[src/rtl/tgbp_pkg.sv]
`timescale 1ns / 1ps
// ----------------------------------------------------------------------------
// tgbp_pkg
// Shared constants for the tagged geometric-history branch predictor.
// ----------------------------------------------------------------------------
package tgbp_pkg;

  localparam int BASE_ENTRIES_DEF   = 8192;
  localparam int LINE_ENTRIES_DEF   = 1024;
  localparam int NUM_TABLES_DEF     = 7;
  localparam int TAG_BITS_DEF       = 11;
  localparam int PRED_BITS_DEF      = 3;

  localparam int ADDR_W  = 32;
  localparam int DRAW_W  = 7;
  localparam int HIST_W  = 64;
  localparam int USE_W   = 2;
  localparam int BASE_W  = 2;

  localparam logic [DRAW_W-1:0] SECOND_PICK_RESET = 7'd33;
  localparam logic [BASE_W-1:0] BASE_RESET        = 2'd1;

  // Geometric series of history lengths.
  localparam int LEN_STEPS = 12;
  localparam int HIST_LEN [LEN_STEPS] = '{3, 5, 8, 12, 17, 24, 33, 45, 61, 82, 108, 128};

  localparam int QUEUE_DEPTH = 2;

endpackage

[src/rtl/tgbp_queue.sv]
`timescale 1ns / 1ps
// ----------------------------------------------------------------------------
// tgbp_queue
// Short register FIFO between the classifying front and the table back end.
// ----------------------------------------------------------------------------
module tgbp_queue import tgbp_pkg::*; #(
  parameter int WIDTH = 8
) (
  input  logic             clk,
  input  logic             rst_n,
  input  logic             push,
  input  logic [WIDTH-1:0] push_data,
  input  logic             pop,
  output logic [WIDTH-1:0] head,
  output logic             empty,
  output logic             full
);

  localparam int PW = $clog2(QUEUE_DEPTH);

  logic [WIDTH-1:0] ent_r [QUEUE_DEPTH];
  logic [PW-1:0]    wp_r, wp_nxt, rp_r, rp_nxt;
  logic [PW:0]      cnt_r, cnt_nxt;

  assign empty = (cnt_r == '0);
  assign full  = (cnt_r == (PW+1)'(QUEUE_DEPTH));
  assign head  = ent_r[rp_r];

  always_comb begin
    wp_nxt  = push ? wp_r + 1'b1 : wp_r;
    rp_nxt  = pop  ? rp_r + 1'b1 : rp_r;
    cnt_nxt = cnt_r + (PW+1)'(push) - (PW+1)'(pop);
  end

  always_ff @(posedge clk) begin
    if (!rst_n) begin
      wp_r  <= '0;
      rp_r  <= '0;
      cnt_r <= '0;
    end else begin
      wp_r  <= wp_nxt;
      rp_r  <= rp_nxt;
      cnt_r <= cnt_nxt;
    end
    if (push) begin
      ent_r[wp_r] <= push_data;
    end
  end

endmodule

[config.mk]
export PLATFORM = sky130hd
export DESIGN_NAME = tgbp_queue
export DESIGN_NICKNAME = d
export VERILOG_FILES = /design/src/rtl/tgbp_pkg.sv /design/src/rtl/tgbp_queue.sv
export SDC_FILE = /design/constraint.sdc
export NUM_CORES = 1
export LEC_CHECK = 0
export BUFFER_PORTS_ARGS = -buffer_cell sky130_fd_sc_hd__buf_2
export CORE_UTILIZATION = 38
export CTS_CLUSTER_DIAMETER = 40
export DETAILED_ROUTE_END_ITERATION = 10
export GPL_TIMING_DRIVEN = 0
export MAX_ROUTING_LAYER = met4
export PLACE_DENSITY = 0.72
export SKIP_CTS_REPAIR_TIMING = 1
export SLEW_MARGIN = 10
export SYNTH_ARGS = -nofsm -noshare
export SYNTH_HDL_FRONTEND = slang
export SYNTH_SLANG_ARGS = --single-unit
[constraint.sdc]
create_clock -name clk -period 1.23 [get_ports clk]
set_clock_uncertainty 0.05 [all_clocks]
set_input_delay 0.1845 -clock clk [delete_from_list [all_inputs] [get_ports clk]]
set_output_delay 0.1845 -clock clk [all_outputs]
set_load 0.03 [all_outputs]
* Word-level counts from Yosys, hierarchy flattened
Memory sizes are Yosys's and may differ from the RTL's. A register that Yosys moved wholly into a read port is not among the register bits.
Index checks and enable logic that the tools add are counted.
** Operators by class
- Reduce and logical (&&, ||, !) cells :: 1
- Mux-type cells :: 4
- Multiply operators :: 0
- Bitwise logic cells :: 0
- $add $sub $neg :: 4
- Shift operators :: 0
- Equal/unequal tests :: 1
- Magnitude comparators :: 0
- Divide/modulo/power cells :: 0
** Operator list (number)
- $mux W1 :: 4
- $add A1 B1 Y1 const B :: 2
- $add A2 B1 Y2 :: 1
- $eq A2 B2 Y1 const B :: 1
- $logic_not A2 Y1 :: 1
- $sub A2 B1 Y2 :: 1
** Word-level totals
- Register bits :: 4
- Memory bits (writable) :: 16
- Word-level logic and storage cells :: 14
- Bits in latches :: 0
- Input port bits :: 12
- Memory bits (read-only) :: 0
- Memories :: 1
** Memory list
- ent_r :: depth 2, width 8, read ports 1, clocked after Yosys merged registers in 1, write ports 1, line tgbp_queue.sv:21 : logic [WIDTH-1:0] ent_r [QUEUE_DEPTH];

* Logic depth before layout (Yosys ltp)
- Depth after elaboration :: 3
- Gate-level depth with buffers :: 6
- Depth with buffers taken out :: 6

* Worst setup path after synthesis
OpenSTA, ideal clock, no wires.
- Kind :: register to register
- From :: register cnt_r[0]
- To :: register cnt_r[1]
- Path slack :: 0.029 ns
- Data arrival time :: 1.086 ns
- Setup time :: 0.065 ns
- Required time :: 1.115 ns
- Cell stages (with the launch flop) :: 7
- Period minus slack after synthesis :: 1.201 ns
- Cells stage by stage :: dfxtp_1 -> inv_1 -> ha_1 -> inv_1 -> ha_1 -> xnor3_1 -> nor2b_1
** Between the ends
- Cells in the longest elaborated chain, start to end :: 2
** RTL lines
- from (decl) :: line tgbp_queue.sv:23 : logic [PW:0] cnt_r, cnt_nxt;
- from (signal assigned) :: line tgbp_queue.sv:43 : cnt_r <= cnt_nxt;
- $add A2 B1 Y2 :: line tgbp_queue.sv:32 : cnt_nxt = cnt_r + (PW+1)'(push) - (PW+1)'(pop);
- $sub A2 B1 Y2 :: line tgbp_queue.sv:32
No other way between the ends.
A chain may end at the register's enable or synchronous reset.

==> results list <==
- The number of antenna diodes in the final layout is 0.
- The final reports fail on setup timing.
- For this design the ratio of total power to cell area is 1424 nW/um^2.
* Worst setup path category: reg -> out
* Area growth, synth to finish: 38.91%
- Seq. cell area: 584.3 sq um
- Crit path arrival time: 1.23 ns
- Post-synth net total: 60
- The max-slew violation count came to 0.
- Slowest stage cell, crit path: dfxtp_2
- Global placer's final weighted congestion: 0.5951
* Area post-placement: 939.7 sq um
- Per-instance average area after synthesis: 17.41 sq um
- Number of failing setup endpoints in the final timing report: 9
- Starting utilization of the core area: 40.82%
- The clock passes through at most 2 buffers.
- After detailed routing, the average wire length per cell comes to 12.07 um.
- DRT Wirelength: 1195 um
* Reported max-cap violation count: 0
- # H-tree levels: 1
* Total leakage power: 0.0004558 uW
- CTS tree: done
* Setup crit end: head[5]
- Delay of the slowest cell on the worst path: 0.35 ns
* Slew at the pin closest to its max-slew limit: 0.2811 ns
- Once placement completed, the tool counted placed cells totaling 94.
- The design draws 1584 uW.
- For this block, the initial DRC count from the detailed router was 2.
- Dividing the detail-routed via count by the number of cells gives 4.525.
- The first detailed-routing pass took 2 iterations.
- Critical path capture point type: output port
- The synthesized design spends more area on one cell type than any other, namely edfxtp_1.
- Post-placement worst setup slack: -0.1766 ns
* Total area of multi-input combinational cells: 274.0 sq um
- Clock Latency Late Sink: 0.29 ns
* Crit Path Max Fanout: 8
- Num CTS Buffers: 3
- The first global-routing pass estimated 1538 um of wire.
* Setup repair after global routing missed its margin: true
* Worst Setup Slack, final: -0.2373 ns
* Count of cells along the worst register-to-register path: 6
* Clock sink count: 21
* Largest net degree at the start of global routing: 13
- Utilization of the core after routing: 56.70%
* Clock-pin slew of the registers on the worst-case setup and hold paths: 0.11 ns
* Setup crit start kind: register
- Dividing the final minimum period by the clock period gives 119.3%.
- Number of placement rows: 16
- Summing all non-filler instances in the final layout gives an area of 1112 sq um.
* Worst slew margin: 81.22%
* Fraction of layout cells with a size suffix above 1: 62.50%
* Maximum VDD drop: 951.3 uV
- The number of global-route vias before repair came to 374.
- Highest clock frequency the design can meet: 0.6815 GHz
- For this run, the number of Yosys warnings is 0.
- Sequential fraction of the synthesis area: 72.50%
- The count of buffers added on input and output ports is 21.
* Number of instances in the synthesized netlist: 46
- The core region is 1962 sq um.
* DIE AREA: 2295 sq um
* Required time reported for the critical path endpoint: 1.00 ns
- The flow ran to the end, but the final reports show violations.
- In this run the horizontal extent of the chip is 47.91 um.
* R2r endpoint: cnt_r[1]$_SDFF_PN0_
* Placed wire-length estimate after detailed placement: 768.2 um
- In this run the remaining antenna-violating nets after routing total 0.
- Setup slack on the worst reg-to-reg path comes out at -0.01 ns.
- Worst-path cell chain: buf_8, mux2_4, buf_6
- Global routing finished with a remaining overflow of 0.
* Yosys top cell area share: 60.00%
- After the flow finishes, the layout carries non-filler instances totaling 99.
* Die Y-Extent: 47.91 um
- Vias: 448
- Root cell of the clock tree: clkbuf_4
* Count of pins on the block boundary: 22
- The synthesized netlist contains 12 unique library cells.
* Nets: 87
- # DRC: 0
* Antenna violations before repair: 0
* Tmin final: 1.467 ns
* Register bit count reported by yosys: 21
* Total GRT Usage: 10.72%
* Worst min path class: in -> reg
- The synthesized netlist occupies a cell area of 800.8 sq um.
- After filler insertion, the fill cell instance count of the layout stands at 175.
* Synth area leaders: edfxtp_1 60%, dfxtp_1 13%, mux2_2 11%, and2_1 3.1%, ha_1 3.1%
- In this run the critical register-to-register path is launched from cnt_r[0]$_SDFF_PN0_.
- The hold violation total from the final report was 0.
flip-flops by register name, indices dropped and copies added, names as in the netlist, named ones only:
| signal | cells |
|---|---|
| cnt_r | 2 |
| ent_r | 16 |
| rp_r | 1 |
| wp_r | 1 |
cell usage after synthesis, drive strengths merged:
cell type,instances
buf,1
xnor3,1
dfxtp,5
ha,2
o21a,1
nor2b,4
mux2,8
inv,2
edfxtp,16
nor2,1
and2,4
xor2,1
cell type report:
cell class	count	share of cell area (%)
Inverter	2	0.8999
Buffer	1	1.350
Tap cell	27	3.037
Multi-Input combinational cell	22	24.63
Clock inverter	1	0.4499
Clock buffer	3	2.025
Timing Repair Buffer	22	15.07
Sequential cell	21	52.53
metal layers:
metal / global-route usage [%] / wire (um) / up-vias
li1: - / - / 215
met1: 12.50 / 462 / 216
met2: 16.49 / 663 / 15
met3: 2.642 / 62 / 2
met4: 6.667 / 6 / 0
met5: - / 0 / -
report_power, final:
part	switching, uW	internal [uW]	total, uW
Clock	195	121	316
Sequential	24.3	820	845
Combinational	202	222	423
logic make-up after synthesis:
kind of cell	share of synthesized area, %
muxes	11.25
xor gates and xnor gates	3.906
AOI/OAI and AO/OA	0.9378
DFF	72.50
buffers and inverters	1.562
adders and majority gates	3.125
and+or+nand+nor	6.717
worst min path at each step:
stage / start / endpoint / slack (ns) / cells past startpoint
global route: push_data[1] / ent_r[0][1]$_DFFE_PP_ / 0.008 / 1
finish: push_data[1] / ent_r[0][1]$_DFFE_PP_ / 0.02 / 1
floorplan: push_data[0] / ent_r[0][0]$_DFFE_PP_ / 0.23 / 0
global placement: push_data[6] / ent_r[0][6]$_DFFE_PP_ / 0.32 / 1
detailed placement: push_data[4] / ent_r[1][4]$_DFFE_PP_ / 0.33 / 1
CTS: push_data[4] / ent_r[1][4]$_DFFE_PP_ / 0.01 / 1
worst max-delay path: cells and delay by family (launching register included):
| family | cells | cell delay (ns) |
|---|---|---|
| DFF | 1 | 0.35 |
| muxes | 1 | 0.31 |
| buffers and inverters | 2 | 0.28 |
placed cells by master (no fill, tap or decap), types with 3 or more instances in the layout:
master / Yosys / final
buf_2: 1 / 11
and2_1: 4 / 3
edfxtp_1: 16 / 16
clkbuf_4: 0 / 3
mux2_4: 0 / 8
dfxtp_2: 0 / 3
buf_6: 0 / 8
buf_4: 0 / 3
metrics by stage:
step | setup TNS [ns] | hold WS, ns
floorplan | 0 | 0.2334
global placement | -1.410 | 0.3229
detailed placement | -1.814 | 0.3258
CTS | -4.640 | 0.01005
global route | -2.318 | 0.008303
finish | -1.857 | 0.01925
Power figures use the tool's default switching activity.
